`src/rtl/crsd_pkg.sv`:
```
`timescale 1ns / 1ps
// Shared constants, payload types and register indexes for the cable robot step-delta unit.
// No dependencies; every other file refers to it by scoped names.
package crsd_pkg;

  localparam int COORD_BITS = 20;
  localparam int FRAC_BITS  = 8;
  localparam int SPAN_W     = 20;
  localparam int OUT_W      = 22;
  localparam int CFG_IDX_W  = 4;

  // Axis offsets are kept in half steps, so one extra bit plus a sign bit.
  localparam int OFF_W  = ((COORD_BITS > SPAN_W) ? COORD_BITS : SPAN_W) + 2;
  localparam int MAG_W  = OFF_W - 1;
  localparam int SQ_W   = 2 * MAG_W;
  localparam int SUM_W  = SQ_W + 2;
  localparam int RAD_W  = SUM_W + 2 * FRAC_BITS;
  localparam int ROOT_W = RAD_W / 2;
  localparam int LEN_W  = ROOT_W - 1;
  localparam int REM_W  = ROOT_W + 2;

  localparam int JOBS     = 8;
  localparam int JOB_W    = 3;
  localparam int IQ_DEPTH = 2;
  localparam int OQ_DEPTH = 8;
  localparam int OQ_AW    = 3;

  typedef enum logic [CFG_IDX_W-1:0] {
    REG_SPAN_A = 4'd0,
    REG_SPAN_B = 4'd1
  } cfg_reg_t;

  typedef struct packed {
    logic signed [COORD_BITS-1:0] sx;
    logic signed [COORD_BITS-1:0] sy;
    logic signed [COORD_BITS-1:0] sz;
    logic signed [COORD_BITS-1:0] tx;
    logic signed [COORD_BITS-1:0] ty;
    logic signed [COORD_BITS-1:0] tz;
  } item_t;

  typedef struct packed {
    logic signed [OUT_W-1:0] d1;
    logic signed [OUT_W-1:0] d2;
    logic signed [OUT_W-1:0] d3;
    logic signed [OUT_W-1:0] d4;
  } result_t;

  typedef struct packed {
    logic             valid;
    logic [SUM_W-1:0] sum;
  } rad_t;

  typedef struct packed {
    logic             valid;
    logic [LEN_W-1:0] len;
  } root_t;

endpackage

```
`src/rtl/crsd_ifs.sv`:
```


interface crsd_cfg_if;
  logic valid;
  logic ready;
  logic [crsd_pkg::CFG_IDX_W-1:0] index;
  logic [crsd_pkg::SPAN_W-1:0]    data;
  modport source (output valid, index, data, input ready);
  modport sink (input valid, index, data, output ready);
endinterface

```
`src/rtl/crsd_issue.sv`:
```
`timescale 1ns / 1ps
// Issue stage: holds the span registers, walks each item through its eight distances
// and forms the squared distance sums. Depends on crsd_pkg and crsd_cfg_if.
module crsd_issue (
  input  logic            clk,
  input  logic            rst,
  crsd_cfg_if.sink        cfg,
  input  crsd_pkg::item_t head,
  input  logic            head_valid,
  output logic            pop,
  input  logic            out_done,
  output crsd_pkg::rad_t  rad
);

  logic [crsd_pkg::SPAN_W-1:0]  span_a;
  logic [crsd_pkg::SPAN_W-1:0]  span_b;
  logic [crsd_pkg::OQ_AW:0]     inflight;
  crsd_pkg::item_t              cur;
  logic                         busy;
  logic [crsd_pkg::JOB_W-1:0]   job;
  logic                         last_job;

  logic signed [crsd_pkg::COORD_BITS-1:0] x, y, z;
  logic signed [crsd_pkg::OFF_W-1:0]      x2, y2, z2, ax, bx, dx, dy, dz;
  logic signed [crsd_pkg::OFF_W-1:0]      ndx, ndy, ndz;

  logic                        v1, v2;
  logic [crsd_pkg::MAG_W-1:0]  mx, my, mz;
  logic [crsd_pkg::SQ_W-1:0]   sqx, sqy, sqz;
  logic [crsd_pkg::SUM_W-1:0]  rad_sum;
  logic                        rad_valid;

  assign cfg.ready = 1'b1;
  assign rad       = '{valid: rad_valid, sum: rad_sum};

  always_ff @(posedge clk) begin
    if (rst) begin
      span_a <= '0;
      span_b <= '0;
    end else if (cfg.valid) begin
      unique case (cfg.index)
        crsd_pkg::REG_SPAN_A: span_a <= cfg.data;
        crsd_pkg::REG_SPAN_B: span_b <= cfg.data;
        default: ;
      endcase
    end
  end

  assign last_job = (job == crsd_pkg::JOB_W'(crsd_pkg::JOBS - 1));
  // A new item starts only when the output queue is sure to have room for it.
  assign pop = head_valid && (inflight < (crsd_pkg::OQ_AW + 1)'(crsd_pkg::OQ_DEPTH))
               && (!busy || last_job);

  always_ff @(posedge clk) begin
    if (pop) cur <= head;
  end

  always_ff @(posedge clk) begin
    if (rst) begin
      busy     <= 1'b0;
      job      <= '0;
      inflight <= '0;
    end else begin
      inflight <= inflight + (crsd_pkg::OQ_AW + 1)'(pop) - (crsd_pkg::OQ_AW + 1)'(out_done);
      if (pop) begin
        busy <= 1'b1;
        job  <= '0;
      end else if (busy) begin
        job <= job + 1'b1;
        if (last_job) busy <= 1'b0;
      end
    end
  end

  // Job bit 0 picks start or target; bits 2:1 name the cable.
  always_comb begin
    x   = job[0] ? cur.tx : cur.sx;
    y   = job[0] ? cur.ty : cur.sy;
    z   = job[0] ? cur.tz : cur.sz;
    x2  = crsd_pkg::OFF_W'(x) <<< 1;
    y2  = crsd_pkg::OFF_W'(y) <<< 1;
    z2  = crsd_pkg::OFF_W'(z) <<< 1;
    bx  = crsd_pkg::OFF_W'(span_b);
    ax  = crsd_pkg::OFF_W'(span_a);
    dx  = job[1] ? (bx - x2) : (bx + x2);
    dy  = job[2] ? (ax + y2) : (ax - y2);
    dz  = z2;
    ndx = -dx;
    ndy = -dy;
    ndz = -dz;
  end

  always_ff @(posedge clk) begin
    mx  <= dx[crsd_pkg::OFF_W-1] ? ndx[crsd_pkg::MAG_W-1:0] : dx[crsd_pkg::MAG_W-1:0];
    my  <= dy[crsd_pkg::OFF_W-1] ? ndy[crsd_pkg::MAG_W-1:0] : dy[crsd_pkg::MAG_W-1:0];
    mz  <= dz[crsd_pkg::OFF_W-1] ? ndz[crsd_pkg::MAG_W-1:0] : dz[crsd_pkg::MAG_W-1:0];
    sqx <= mx * mx;
    sqy <= my * my;
    sqz <= mz * mz;
    rad_sum <= crsd_pkg::SUM_W'(sqx) + crsd_pkg::SUM_W'(sqy) + crsd_pkg::SUM_W'(sqz);
  end

  always_ff @(posedge clk) begin
    if (rst) begin
      v1        <= 1'b0;
      v2        <= 1'b0;
      rad_valid <= 1'b0;
    end else begin
      v1        <= busy;
      v2        <= v1;
      rad_valid <= v2;
    end
  end

  a_inflight_bound: assert property (@(posedge clk) disable iff (rst)
    inflight <= (crsd_pkg::OQ_AW + 1)'(crsd_pkg::OQ_DEPTH))
    else $error("more items in flight than the output queue holds");

  a_job_walk: assert property (@(posedge clk) disable iff (rst)
    busy && !last_job |=> busy && (job == $past(job) + 1'b1))
    else $error("job sequence broke off before the eighth distance");

  a_start_needs_item: assert property (@(posedge clk) disable iff (rst)
    pop |=> busy && (job == '0))
    else $error("item start did not restart the job sequence");

endmodule

```
`src/flat_wrapper.sv`:
```
// flat-port wrapper written by rule: the top's interface ports become plain ports
module crsd_issue_flat 
  (clk, rst, head, head_valid, pop, out_done, rad, cfg_valid, cfg_index, cfg_data, cfg_ready);
  crsd_cfg_if cfg_i ();
  input  logic clk;
  input  logic rst;
  input  crsd_pkg::item_t head;
  input  logic head_valid;
  output logic pop;
  input  logic out_done;
  output crsd_pkg::rad_t rad;
  input wire logic [$bits(cfg_i.valid)-1:0] cfg_valid;
  input wire logic [$bits(cfg_i.index)-1:0] cfg_index;
  input wire logic [$bits(cfg_i.data)-1:0] cfg_data;
  output wire logic [$bits(cfg_i.ready)-1:0] cfg_ready;
  assign cfg_i.valid = cfg_valid;
  assign cfg_i.index = cfg_index;
  assign cfg_i.data = cfg_data;
  assign cfg_ready = cfg_i.ready;
  crsd_issue u_core (.clk(clk), .rst(rst), .cfg(cfg_i), .head(head), .head_valid(head_valid), .pop(pop), .out_done(out_done), .rad(rad));
endmodule
```
`config.mk`:
```
export PLATFORM = sky130hd
export DESIGN_NAME = crsd_issue_flat
export DESIGN_NICKNAME = d
export VERILOG_FILES = /design/src/rtl/crsd_pkg.sv /design/src/rtl/crsd_ifs.sv /design/src/rtl/crsd_issue.sv /design/src/flat_wrapper.sv
export SDC_FILE = /design/constraint.sdc
export NUM_CORES = 2
export LEC_CHECK = 0
export ABC_AREA = 1
export BUFFER_PORTS_ARGS = -buffer_cell sky130_fd_sc_hd__buf_2
export CAP_MARGIN = 20
export CORE_MARGIN = 5
export CORE_UTILIZATION = 35
export CTS_CLUSTER_SIZE = 8
export DETAILED_ROUTE_END_ITERATION = 16
export HOLD_SLACK_MARGIN = 0.1
export SLEW_MARGIN = 20
export SYNTH_ARGS = -nofsm -noshare
export SYNTH_HDL_FRONTEND = slang
export SYNTH_SLANG_ARGS = --single-unit
```
`constraint.sdc`:
```
create_clock -name clk -period 20.5 [get_ports clk]
set_input_delay 4.1 -clock clk [delete_from_list [all_inputs] [get_ports clk]]
set_output_delay 4.1 -clock clk [all_outputs]
set_load 0.005 [all_outputs]
```
==> impl_metrics.yaml <==
drt:
  routed-via-count: 44200
  detail_route.wirelength_um: 142000
  route.met2.wl_um: 67800
  detailedRoute.firstPassIterationCount: 6
  topRoutingLayerUsed: "met5"
  routed_via_density: 4.62
  routed_wl_per_cell_um: 14.8
  drt.antenna.violating_nets: 0
  routed-wl-met3_um: 5760
  drt-initial-drc-count: 2464
  drcViolationCount: 0
  met1_length_um: 64600
timing:
  min_period_over_period: 0.450
  hold_viol: 0
  worst-slew-pin-transition_ns: 1.15
  final.min_clock_period_ns: 9.23
  timing.clock.skew_ns: 0.0439
  clock.fmax_ghz: 0.108
  grt_setup_unrepaired: "no"
  worst_slew_margin_rel: 0.235
  holdWs_ns: 0.343
  final_total_negative_setup_slack_ns: 0
  timing_max_transition_violations_final: 0
  report.final.setup_viol: 0
synth:
  yosys.cell_types.count: 50
  post_synth_instance_area_um2: 58100
  synth_register_bits: 398
  synth_area_per_cell_um2: 8.07
  sequential_share_of_the_synthesized_area: 0.158
  synth_fp_nets: 8843
  synthFlopType: "sky130_fd_sc_hd__dfxtp_1"
  synth-edff-count: 120
  synthArstFlopShare: 0
  ys.warnings.count: 0
  netlist_instances: 7202
critical_path:
  path_type_of_the_worst_setup_path: "in -> out"
  crit_fanout: 48
  worst_setup_path_end_kind: "output port"
  critical_path_arrival_ns: 5.13
  worstSetupStartpointType: "primary input"
  worst_ep_required_time_ns: 16.40
  reg2reg_depth: 25
placement:
  io_buffers: 194
  detailed_place_hpwl_um: 120000
  placer_congestion_estimate: 0.923
grt:
  global_route_wire_length_before_repair_um: 235000
  grt_antenna_before_repair: 12
  grt.total_usage: 0.164
  first_global_vias: 46200
  grt_max_degree: 76
  globalRoute.totalOverflow: 0
die:
  die-width_um: 418
  floorplan.die.height_um: 418
  initial_utilization: 0.352
  die_area_um2: 174000
  coreArea_um2: 165000
  placementRows: 149
  ios: 196
clock_tree:
  post_cts.repair.setup_buffers: 0
  cts-buffers-inserted: 58
  clock_path_buffers: 3
  clk_pin_slew_ns: 0.05
  cts_resized: 0
  tritoncts: "built"
  clk_root_buffer_cell: "sky130_fd_sc_hd__clkbuf_16"
  clock_insertion_delay_worst_skew_ns: 0.67
  cts_hold_buffers: 0
  htree_num_levels: 2
  clock_sinks: 398
worst_hold_path:
  hp-class: "reg -> reg"
  timing.hold.worst_path_depth: 0
layout:
  syn2layout_area_growth_pct: 8.74
  design.final.nets: 8984
  drive_above_1_share: 0.0504
outcome:
  outcome: "completed"
job:
  max_cap_viol_count: 0
[layout by cell type, fill, tap and decap left out, types with 37 or more instances in the layout]
cell and count:
sky130_fd_sc_hd__nor2_1 381, sky130_fd_sc_hd__nand2_1 1565, sky130_fd_sc_hd__o21ai_0 206, sky130_fd_sc_hd__nand3_1 177
sky130_fd_sc_hd__clkbuf_16 59, sky130_fd_sc_hd__fa_1 904, sky130_fd_sc_hd__a31oi_1 46, sky130_fd_sc_hd__ha_1 588
sky130_fd_sc_hd__a21oi_1 314, sky130_fd_sc_hd__xor2_1 194, sky130_fd_sc_hd__buf_4 52, sky130_fd_sc_hd__dfxtp_1 275
sky130_fd_sc_hd__xnor2_1 100, sky130_fd_sc_hd__inv_1 1857, sky130_fd_sc_hd__buf_2 194, sky130_fd_sc_hd__nand4_1 37
sky130_fd_sc_hd__edfxtp_1 120
[final timing paths]
check | from | slack [ns] | to
worst max register to register | u_core.mx[3] | 13.29 | u_core.sqx[36]
worst max-delay path | head_valid | 11.27 | pop
worst min register to register | u_core.span_b[0] | 0.34 | u_core.mx[0]
worst min-delay path | u_core.span_b[0] | 0.34 | u_core.mx[0]
[final cells by class]
class | count | area [um^2]
Inverter | 1860 | 6980
Tap cell | 2189 | 2740
Clock inverter | 6 | 76.3
Antenna cell | 6 | 15.0
Timing Repair Buffer | 246 | 1360
Sequential cell | 398 | 9170
Clock buffer | 85 | 1590
Fill cell | 17000 | 102000
Multi-Input combinational cell | 4779 | 41300
[worst max-delay path: stages]
cell	delay, ns
sky130_fd_sc_hd__buf_2	0.08
sky130_fd_sc_hd__nand2_1	0.10
sky130_fd_sc_hd__nor2_4	0.11
sky130_fd_sc_hd__buf_4	0.47
sky130_fd_sc_hd__buf_2	0.22
[per-layer routing]
metal | vias up | global-route usage
met1 | 21300 | 0.220
met5 | - | 0
li1 | 21900 | -
met3 | 192 | 0.0173
met2 | 840 | 0.285
met4 | 10 | 0.0387
[kinds of logic (layout without fill, tap and decap cells)]
| kind of cell | Yosys count | count (layout) | synth area share |
|---|---|---|---|
| buffers and inverters | 2025 | 2197 | 0.132 |
| AO/OA/AOI/OAI | 708 | 708 | 0.0684 |
| multiplexers | 11 | 11 | 0.00192 |
| AND/OR/NAND/NOR | 2273 | 2273 | 0.157 |
| adder cells (fa/ha/maj) | 1492 | 1492 | 0.438 |
| flip-flops | 398 | 398 | 0.158 |
| XOR/XNOR | 294 | 294 | 0.0443 |
| other | 1 | 7 | 0.0000645 |
[sequential cells by signal, indices dropped and copies added (netlist names), 3 cells and up]
name,flops
u_core.cur,120
u_core.rad_sum,44
u_core.sqx,41
u_core.sqy,41
u_core.sqz,39
u_core.mx,21
u_core.my,21
u_core.mz,20
u_core.span_a,20
u_core.span_b,20
u_core.inflight,4
u_core.job,3
[cells in the mapped netlist (all sizes together), types with 14 or more instances]
cell type  count  share of area
a21o          36         0.0046
inv         1860           0.12
nor2         387          0.025
edfxtp       120          0.062
a21boi        15         0.0019
fa           904           0.31
a31oi         46         0.0050
nor3          26         0.0023
nand3        181          0.016
a21oi        314          0.027
xnor2        100          0.015
o21a          14         0.0018
nand2       1574           0.10
clkbuf       133         0.0086
nand4         38         0.0042
buf           32         0.0037
or2           24         0.0026
ha           588           0.13
xor2         194          0.029
o21bai        33         0.0043
nor4          21         0.0023
o21ai        220          0.020
dfxtp        278          0.096
[through the flow]
stage,instances,worst slack [ns],cell area [um^2],util
3_3_place_gp,9472,11.25,61500,0.373
6_report,9569,11.27,63200,0.383
2_1_floorplan,7202,7.16,58100,-
3_5_place_dp,9472,11.25,61500,0.373
5_1_grt,9565,11.16,63200,0.383
4_1_cts,9563,11.24,63200,0.383
Power is not shown: default switching activity piles up to over one toggle a cycle in this logic, so the estimate is an artifact.
