`src/rtl/crsd_pkg.sv`:
```
`timescale 1ns / 1ps
// Shared constants, payload types and register indexes for the cable robot step-delta unit.
// No dependencies; every other file refers to it by scoped names.
package crsd_pkg;

  localparam int COORD_BITS = 20;
  localparam int FRAC_BITS  = 8;
  localparam int SPAN_W     = 20;
  localparam int OUT_W      = 22;
  localparam int CFG_IDX_W  = 4;

  // Axis offsets are kept in half steps, so one extra bit plus a sign bit.
  localparam int OFF_W  = ((COORD_BITS > SPAN_W) ? COORD_BITS : SPAN_W) + 2;
  localparam int MAG_W  = OFF_W - 1;
  localparam int SQ_W   = 2 * MAG_W;
  localparam int SUM_W  = SQ_W + 2;
  localparam int RAD_W  = SUM_W + 2 * FRAC_BITS;
  localparam int ROOT_W = RAD_W / 2;
  localparam int LEN_W  = ROOT_W - 1;
  localparam int REM_W  = ROOT_W + 2;

  localparam int JOBS     = 8;
  localparam int JOB_W    = 3;
  localparam int IQ_DEPTH = 2;
  localparam int OQ_DEPTH = 8;
  localparam int OQ_AW    = 3;

  typedef enum logic [CFG_IDX_W-1:0] {
    REG_SPAN_A = 4'd0,
    REG_SPAN_B = 4'd1
  } cfg_reg_t;

  typedef struct packed {
    logic signed [COORD_BITS-1:0] sx;
    logic signed [COORD_BITS-1:0] sy;
    logic signed [COORD_BITS-1:0] sz;
    logic signed [COORD_BITS-1:0] tx;
    logic signed [COORD_BITS-1:0] ty;
    logic signed [COORD_BITS-1:0] tz;
  } item_t;

  typedef struct packed {
    logic signed [OUT_W-1:0] d1;
    logic signed [OUT_W-1:0] d2;
    logic signed [OUT_W-1:0] d3;
    logic signed [OUT_W-1:0] d4;
  } result_t;

  typedef struct packed {
    logic             valid;
    logic [SUM_W-1:0] sum;
  } rad_t;

  typedef struct packed {
    logic             valid;
    logic [LEN_W-1:0] len;
  } root_t;

endpackage

```
`src/rtl/crsd_ifs.sv`:
```


interface crsd_result_if;
  logic valid;
  logic ready;
  logic signed [crsd_pkg::OUT_W-1:0] delta_cable1;
  logic signed [crsd_pkg::OUT_W-1:0] delta_cable2;
  logic signed [crsd_pkg::OUT_W-1:0] delta_cable3;
  logic signed [crsd_pkg::OUT_W-1:0] delta_cable4;
  modport source (output valid, delta_cable1, delta_cable2, delta_cable3, delta_cable4,
                  input ready);
  modport sink (input valid, delta_cable1, delta_cable2, delta_cable3, delta_cable4,
                output ready);
endinterface


```
`src/rtl/crsd_collect.sv`:
```
`timescale 1ns / 1ps
// Back end: gathers the eight cable lengths of an item, forms the four truncated
// deltas and queues them for the result channel. Depends on crsd_pkg and crsd_result_if.
module crsd_collect (
  input  logic            clk,
  input  logic            rst,
  input  crsd_pkg::root_t root,
  crsd_result_if.source   deltas,
  output logic            out_done
);

  logic [crsd_pkg::LEN_W-1:0] lens [crsd_pkg::JOBS];
  logic [crsd_pkg::JOB_W-1:0] cnt;
  logic                       done_r;

  crsd_pkg::result_t        oq [crsd_pkg::OQ_DEPTH];
  logic [crsd_pkg::OQ_AW-1:0] wp;
  logic [crsd_pkg::OQ_AW-1:0] rp;
  logic [crsd_pkg::OQ_AW:0]   ocnt;
  crsd_pkg::result_t          res;

  // Difference truncated toward zero, saturated to the output range.
  function automatic logic signed [crsd_pkg::OUT_W-1:0] trunc_delta(
    input logic [crsd_pkg::LEN_W-1:0] ls,
    input logic [crsd_pkg::LEN_W-1:0] lt
  );
    logic signed [crsd_pkg::LEN_W:0] d;
    logic [crsd_pkg::LEN_W:0]        mag;
    logic [crsd_pkg::LEN_W:0]        q;
    logic                            neg;
    d   = $signed({1'b0, ls}) - $signed({1'b0, lt});
    neg = d[crsd_pkg::LEN_W];
    mag = neg ? (crsd_pkg::LEN_W + 1)'(-d) : (crsd_pkg::LEN_W + 1)'(d);
    q   = mag >> crsd_pkg::FRAC_BITS;
    if (!neg && (q > (crsd_pkg::LEN_W + 1)'((64'd1 << (crsd_pkg::OUT_W - 1)) - 64'd1))) begin
      q = (crsd_pkg::LEN_W + 1)'((64'd1 << (crsd_pkg::OUT_W - 1)) - 64'd1);
    end else if (neg && (q > (crsd_pkg::LEN_W + 1)'(64'd1 << (crsd_pkg::OUT_W - 1)))) begin
      q = (crsd_pkg::LEN_W + 1)'(64'd1 << (crsd_pkg::OUT_W - 1));
    end
    trunc_delta = neg ? crsd_pkg::OUT_W'(-q) : crsd_pkg::OUT_W'(q);
  endfunction

  always_ff @(posedge clk) begin
    if (root.valid) lens[cnt] <= root.len;
  end

  always_ff @(posedge clk) begin
    if (rst) begin
      cnt    <= '0;
      done_r <= 1'b0;
    end else begin
      done_r <= root.valid && (cnt == crsd_pkg::JOB_W'(crsd_pkg::JOBS - 1));
      if (root.valid) cnt <= cnt + 1'b1;
    end
  end

  // Even slots hold start lengths, odd slots target lengths.
  always_comb begin
    res.d1 = trunc_delta(lens[0], lens[1]);
    res.d2 = trunc_delta(lens[2], lens[3]);
    res.d3 = trunc_delta(lens[4], lens[5]);
    res.d4 = trunc_delta(lens[6], lens[7]);
  end

  assign out_done            = deltas.valid && deltas.ready;
  assign deltas.valid        = (ocnt != '0);
  assign deltas.delta_cable1 = oq[rp].d1;
  assign deltas.delta_cable2 = oq[rp].d2;
  assign deltas.delta_cable3 = oq[rp].d3;
  assign deltas.delta_cable4 = oq[rp].d4;

  always_ff @(posedge clk) begin
    if (done_r) oq[wp] <= res;
  end

  always_ff @(posedge clk) begin
    if (rst) begin
      wp   <= '0;
      rp   <= '0;
      ocnt <= '0;
    end else begin
      if (done_r) wp <= wp + 1'b1;
      if (out_done) rp <= rp + 1'b1;
      ocnt <= ocnt + (crsd_pkg::OQ_AW + 1)'(done_r) - (crsd_pkg::OQ_AW + 1)'(out_done);
    end
  end

  a_no_overflow: assert property (@(posedge clk) disable iff (rst)
    done_r |-> (ocnt < (crsd_pkg::OQ_AW + 1)'(crsd_pkg::OQ_DEPTH)) || out_done)
    else $error("result pushed into a full output queue");

  a_done_once: assert property (@(posedge clk) disable iff (rst)
    done_r |=> !done_r)
    else $error("two completions on consecutive cycles");

  a_count_bound: assert property (@(posedge clk) disable iff (rst)
    ocnt <= (crsd_pkg::OQ_AW + 1)'(crsd_pkg::OQ_DEPTH))
    else $error("output queue count out of range");

endmodule

```
`src/flat_wrapper.sv`:
```
// flat-port wrapper written by rule: the top's interface ports become plain ports
module crsd_collect_flat 
  (clk, rst, root, out_done, deltas_valid, deltas_delta_cable1, deltas_delta_cable2, deltas_delta_cable3, deltas_delta_cable4, deltas_ready);
  crsd_result_if deltas_i ();
  input  logic clk;
  input  logic rst;
  input  crsd_pkg::root_t root;
  output logic out_done;
  output wire logic [$bits(deltas_i.valid)-1:0] deltas_valid;
  output wire logic [$bits(deltas_i.delta_cable1)-1:0] deltas_delta_cable1;
  output wire logic [$bits(deltas_i.delta_cable2)-1:0] deltas_delta_cable2;
  output wire logic [$bits(deltas_i.delta_cable3)-1:0] deltas_delta_cable3;
  output wire logic [$bits(deltas_i.delta_cable4)-1:0] deltas_delta_cable4;
  input wire logic [$bits(deltas_i.ready)-1:0] deltas_ready;
  assign deltas_valid = deltas_i.valid;
  assign deltas_delta_cable1 = deltas_i.delta_cable1;
  assign deltas_delta_cable2 = deltas_i.delta_cable2;
  assign deltas_delta_cable3 = deltas_i.delta_cable3;
  assign deltas_delta_cable4 = deltas_i.delta_cable4;
  assign deltas_i.ready = deltas_ready;
  crsd_collect u_core (.clk(clk), .rst(rst), .root(root), .deltas(deltas_i), .out_done(out_done));
endmodule
```
`config.mk`:
```
export PLATFORM = sky130hd
export DESIGN_NAME = crsd_collect_flat
export DESIGN_NICKNAME = d
export VERILOG_FILES = /design/src/rtl/crsd_pkg.sv /design/src/rtl/crsd_ifs.sv /design/src/rtl/crsd_collect.sv /design/src/flat_wrapper.sv
export SDC_FILE = /design/constraint.sdc
export NUM_CORES = 1
export LEC_CHECK = 0
export BUFFER_PORTS_ARGS = -buffer_cell sky130_fd_sc_hd__buf_4
export CAP_MARGIN = 20
export CORE_ASPECT_RATIO = 0.8
export CORE_MARGIN = 10
export CORE_UTILIZATION = 55
export DETAILED_ROUTE_END_ITERATION = 10
export PLACE_DENSITY_LB_ADDON = 0.15
export SYNTH_ARGS = -nofsm -noshare
export SYNTH_HDL_FRONTEND = slang
export SYNTH_SLANG_ARGS = --single-unit
```
`constraint.sdc`:
```
create_clock -name clk -period 7 [get_ports clk]
set_input_delay 1.4 -clock clk [delete_from_list [all_inputs] [get_ports clk]]
set_output_delay 1.4 -clock clk [all_outputs]
set_load 0.05 [all_outputs]
```
==> results of run 1 <==
power groups by stage:
stage | Clock (W) | Combinational [W] | Sequential, W
floorplan | 0 | 0.00246 | 0.00653
global placement | 0 | 0.00319 | 0.00666
detailed placement | 0 | 0.00324 | 0.00666
CTS | 0.00510 | 0.00326 | 0.00654
global route | 0.00534 | 0.00344 | 0.00655
finish | 0.00500 | 0.00322 | 0.00653
Yosys cell counts, types with 33 or more instances:
library cell  instances
nand4_1              33
xnor2_1             110
clkbuf_1             89
mux2_2               91
ha_1                129
nor2_1              158
nor3_1               63
a21oi_1             133
o21a_1               34
xor2_1               82
a21o_1               38
edfxtp_1            936
nand2_1             132
mux4_2              176
inv_1               162
o21ai_0              82
nand3_1              63
path summary, 6_finish.rpt:
check                endpoint  slack, ns
min              u_core.wp[0]       0.50
max          u_core.oq[6][42]       1.14
max reg2reg  u_core.oq[6][42]       1.14
min reg2reg      u_core.wp[0]       0.50
cell families after synthesis:
| family | Yosys count |
|---|---|
| flops | 953 |
| simple gates | 667 |
| compound gates | 493 |
| mux | 290 |
| buf+inv | 277 |
| xor+xnor | 192 |
| fa+ha+maj | 134 |
routing by layer:
| layer | GRT usage [%] | vias up | wire (µm) | share of wire (%) |
|---|---|---|---|---|
| li1 | - | 12100 | - | - |
| met3 | 3.64 | 143 | 6570 | 6.2 |
| met2 | 35.0 | 844 | 48900 | 46 |
| met5 | 0 | - | 35 | 0.033 |
| met1 | 32.3 | 13600 | 47300 | 45 |
| met4 | 6.04 | 4 | 2470 | 2.3 |
critical path, stage by stage (launching register included):
cell	delay (ns)
edfxtp_1	0.32
inv_1	0.04
ha_1	0.39
a21oi_1	0.29
o21ai_0	0.23
or3_1	0.38
nor3_1	0.31
o21a_1	0.27
o21a_1	0.47
o21ai_0	0.20
xor2_1	0.17
ha_1	0.24
nand3_1	0.08
o31ai_1	0.67
or3b_1	0.48
a2bb2oi_1	0.19
nand4b_1	0.18
a21oi_1	0.21
xor2_1	0.45
per-stage QoR:
step / utilization, % / hold slack [ns] / instance area (µm²) / setup slack (ns)
finish: 62.4 / 0.503 / 50400 / 1.14
global route: 62.3 / 0.526 / 50300 / 0.611
CTS: 62.3 / 0.499 / 50300 / 1.17
detailed placement: 58.5 / 0.489 / 47200 / 1.22
global placement: 58.5 / 0.479 / 47200 / 1.47
floorplan: - / 0.456 / 45000 / 2.18
final cells by class:
cell class,instances,area (µm²),share of cell area (%)
Antenna cell,3,7.51,0.0149
Clock buffer,111,2480,4.92
Clock inverter,64,589,1.17
Inverter,162,608,1.21
Multi-Input combinational cell,1776,15600,30.9
Sequential cell,953,28500,56.5
Tap cell,1092,1370,2.71
Timing Repair Buffer,166,1280,2.55
state kept, by name, summed over array words and instances (netlist names), named ones only:
name,count
u_core.ocnt,4
u_core.oq,704
u_core.wp,3
u_core.cnt,3
u_core.done_r,1
u_core.lens,232
u_core.rp,3
==> metrics.txt, run 1 <==
number of global-route vias before repair 26.5k; syn avg cell area 15.0 µm²; Clock Latency Late Sink 0.66 ns; Leak Pwr 17.1 nW; Rows 93; # H-tree levels 3; Period minus WS final 5.86 ns; routed wire length 105,000 µm; switch share 28.0%; WL per Instance 24.3 µm; Initial DRT Pass Iterations 6; post-CTS sizing 0; Worst Reg-to-Reg Cells 18; final non-filler cell total 4,327; number of vias per cell 6.17; Clock Path Buffers 3; CTS Buf Count 93; Worst Skew 0.0281 ns; Synth Area in Compound Gates 7.54%; chip height 276 µm; worst endpoint data arrival time 6.23 ns; fill cell count 5,927; clk root buf clkbuf_16; Max IR drop VDD 0.199 mV; adder-cell share of the synthesized area 3.81%; Worst Setup Start Kind flop; initial antenna violation count 11; xor/xnor cell area share of the yosys netlist 3.74%; drc violations 0; P&R area growth vs syn 12.0%; Nets 3,319; share of layout cells above drive strength 1 19.6%; CP endpoint kind flop; power share of the clock group 33.9%; post-synth top area cell edfxtp_1; hold path depth 2; fmax 171 MHz; total negative setup slack 0 ns; CP Max Fanout 13; Post-Syn Area 0.0450 mm²; Reg clk slew, reported paths 0.06 ns; Boundary Pins 123; Reg-to-Reg Start u_core.lens[5][16]; initial drt markers 2,352; part of the power in registers 44.3%; Slew Limit Fails 0; Worst EP required 7.37 ns; crit path from u_core.lens[5][16]; GPL Wtd Cong 0.900; syn nets 3,173; Gate Count Post-Synth 3,006; status completed; simple-gate portion of the synthesized area 7.70%; Slew @ Worst Pin 1.17 ns; main combinational cell family by area after synthesis multiplexers; pwr dens 293 mW/mm²; TritonCTS clock tree done; crit share post-route 83.7%; mux share of post-synthesis cell area 11.6%; GRT Resource Usage Total 22.2%; # hold bufs at CTS 0; PortBufs 122; ys async rst share 0%; Hold WC Path Type flop to flop; sequential-to-total area share from yosys stat 63.3%; DP Cell Count 4,143; post-synth cell types 97; chip width 340 µm; Synth Warn # 0; Detailed Place HPWL 70,000 µm; postcts setup bufs 0; ys flop type edfxtp_1; Post-synth EDFFs 936; first-pass GRT wire length 160,000 µm; Hold Startpoint u_core.wp[0]; final setup fails 0; clock sink count 953; share of the synthesized area in the top cell type 62.5%; logic gate share of total power 21.9%; pin count of the biggest net entering global routing 71; Rel. slew slack 21.2%; total number of vias 26.7k; total global routing overflow 0; Yosys reg bits 953; number of routed nets with antenna violations 0; Die Area 0.0937 mm²; crit path kind flop to flop; synth top area cells edfxtp_1 (63%), mux4_2 (8.8%), ha_1 (3.6%); most common cell after layout, fill and taps aside edfxtp_1; core area 0.0808 mm²; Initial Util 55.7%; most frequent cells in the layout edfxtp_1 (936), mux4_2 (176), buf_4 (163), inv_1 (162), nor2_1 (146); Max-cap violations 0; Final Hold Fails 0; Switch Pwr 0.00413 W; Int Power 0.0106 W; Pwr Total 0.0148 W; RSZ-0062 raised after global routing no
Power figures use the tool's default switching activity.
==> inputs of run 2 (changes only) <==
clock period = 4.9 ns   (was 7 ns; I/O delays follow)
==> run 2 against run 1 <==
Die area unchanged. Largest cell class unchanged. Register-to-register slack worse by 0.99 ns. Non-clock buffer count up 121. Critical endpoint is now u_core.oq[0][84]. Clock skew down 0.0021 ns. Global-route usage up 0.099 points.
==> metrics.txt, run 2 (synthesis results as in run 1) <==
status completed; Reg-to-Reg Start u_core.lens[1][0]; GRT Resource Usage Total 22.3% (+0.099 points); PortBufs 122 (unchanged); initial antenna violation count 9 (-2); total number of vias 26.9k (+0.73%); Finished Cell Area 0.0515 mm² (+2.3%); Crit Reg-Reg Endpoint u_core.oq[0][84]; routed wire length 106,000 µm (+0.45%); Hold Startpoint u_core.wp[0]; fill cell count 5,885 (-0.71%); crit path kind flop to flop; number of global-route vias before repair 26.7k (+0.82%); Nets 3,439 (+3.6%); Slew @ Worst Pin 0.923 ns (-0.251 ns); Die Area 0.0937 mm² (unchanged); pwr dens 409 mW/mm² (+40%); Period minus WS final 4.75 ns (-1.11 ns); footprint of the multi-input gates 0.0159 mm² (+2.3%); share of layout cells above drive strength 1 23.7% (+4.1 points); PnR worst setup slack 0.152 ns (-0.989 ns); chip height 276 µm (unchanged); WL per Instance 23.8 µm (-2.2%); fmax 211 MHz (+23%); total global routing overflow 0 (unchanged); Slew Limit Fails 0 (unchanged); CP Max Fanout 8 (-5); chip width 340 µm (unchanged); # hold bufs at CTS 0 (unchanged); Top Registers u_core.oq: 704 flops, u_core.lens: 232 flops, u_core.ocnt: 4 flops; max reg flops 704 (unchanged); most frequent cells in the layout edfxtp_1 (936), buf_4 (281), mux4_2 (176), inv_1 (162), nor2_1 (145); hold path depth 2 (unchanged); TritonCTS clock tree done; Rows 93 (unchanged); Worst Setup Start Kind flop; Initial Util 55.7% (unchanged); core area 0.0808 mm² (unchanged); number of routed nets with antenna violations 0 (unchanged); Reg clk slew, reported paths 0.06 ns (about the same); drc violations 0 (unchanged); Worst EP required 5.30 ns (-2.07 ns); Pwr Total 0.0211 W (+43%); pin count of the biggest net entering global routing 66 (-7.0%); Initial DRT Pass Iterations 6 (unchanged); CP endpoint kind flop; cell area after placement 0.0482 mm² (+2.0%); final hold slack 0.497 ns (-0.00605 ns); Clock Path Buffers 3 (unchanged); initial drt markers 2,229 (-5.2%); Rel. slew slack 38.5% (+17 points); first-pass GRT wire length 162,000 µm (+0.83%); # H-tree levels 3 (unchanged); Detailed Place HPWL 70,900 µm (+1.3%); Sequential cell area 0.0285 mm² (unchanged); Worst Reg-to-Reg Cells 21 (+3); Boundary Pins 123 (unchanged); Clock Latency Late Sink 0.66 ns (about the same); number of vias per cell 6.05 (-1.9%); Max-cap violations 0 (unchanged); Max IR drop VDD 0.384 mV (+93%); CTS Buf Count 92 (-1.1%); setup slack, reg-to-reg 0.15 ns (-0.99 ns); Hold WC Path Type flop to flop; GPL Wtd Cong 0.896 (-0.36%); Util after Layout 63.8% (+1.5 points); Min-Delay Endpoint u_core.wp[0]; Biggest register u_core.oq; P&R area growth vs syn 14.6%; most common cell after layout, fill and taps aside edfxtp_1; crit share post-route 96.9% (+13 points); worst endpoint data arrival time 5.15 ns (-1.08 ns); final setup fails 0 (unchanged); Final Hold Fails 0 (unchanged); Worst Skew 0.0260 ns (-0.00207 ns); Leak Pwr 17.8 nW (+3.8%); clock sink count 953 (unchanged); clk root buf clkbuf_16; Setup WS pre-CTS -0.0330 ns (-1.25 ns)
run 2: layout make-up:
cell class / instances / area share (%)
multi-input combinational: 1776 / 30.9
clock buffer: 124 / 4.78
timing repair buffer: 287 / 4.33
inverter: 162 / 1.18
antenna: 3 / 0.0146
tap: 1092 / 2.65
sequential: 953 / 55.2
clock inverter: 46 / 0.932
run 2: worst max-delay path by stage:
stage / start / to / slack, ns / cells past startpoint
2_1_floorplan: u_core.lens[4][16] / u_core.oq[0][42] / 0.08 / 19
3_3_place_gp: u_core.lens[1][0] / u_core.oq[4][84] / 0.16 / 17
3_5_place_dp: u_core.lens[7][0] / u_core.oq[7][20] / -0.03 / 15
4_1_cts: u_core.lens[7][0] / u_core.oq[2][18] / 0.003 / 15
5_1_grt: u_core.lens[7][0] / u_core.oq[0][17] / -0.02 / 16
6_report: u_core.lens[1][0] / u_core.oq[0][84] / 0.15 / 21
run 2: layer usage:
layer  share of wire [%]  GRT usage [%]  routed length, µm  vias up
li1                    -              -                  -    12300
met1                  45           32.7              47300    13600
met2                  45           34.4              48000      847
met3                 7.7           4.59               8130      142
met4                 2.1           5.47               2220        2
met5               0.017              0                 18        -
run 2: timing repair:
item,CTS,global route
endpoints found under the hold margin,0,0
resized for setup,4,62
setup endpoints to repair,32,272
pin swaps,0,8
buffers inserted,0,8
run 2: through the flow:
stage / std cells / TNS (ns)
2_1_floorplan: 3006 / 0
3_3_place_gp: 4262 / 0
3_5_place_dp: 4262 / -0.364
4_1_cts: 4432 / 0
5_1_grt: 4440 / -0.479
6_report: 4443 / 0
run 2: worst max-delay path, cell delays in order, from the launching register on:
cell	delay, ns
edfxtp_1	0.37
ha_1	0.25
fa_1	0.42
nand2b_1	0.19
a211oi_1	0.26
buf_4	0.20
nor2_1	0.07
xor2_1	0.28
o2111ai_4	0.25
nor2b_2	0.25
xor2_1	0.16
inv_1	0.09
ha_1	0.16
inv_1	0.05
a21oi_1	0.19
o21a_1	0.23
o21a_1	0.14
nor2_1	0.07
a2111oi_2	0.36
a22oi_1	0.17
xnor2_2	0.16
buf_4	0.17
run 2: power breakdown:
| group | switching (W) | internal (W) |
|---|---|---|
| Clock | 0.00297 | 0.00401 |
| Sequential | 0.000114 | 0.00914 |
| Combinational | 0.00285 | 0.00201 |
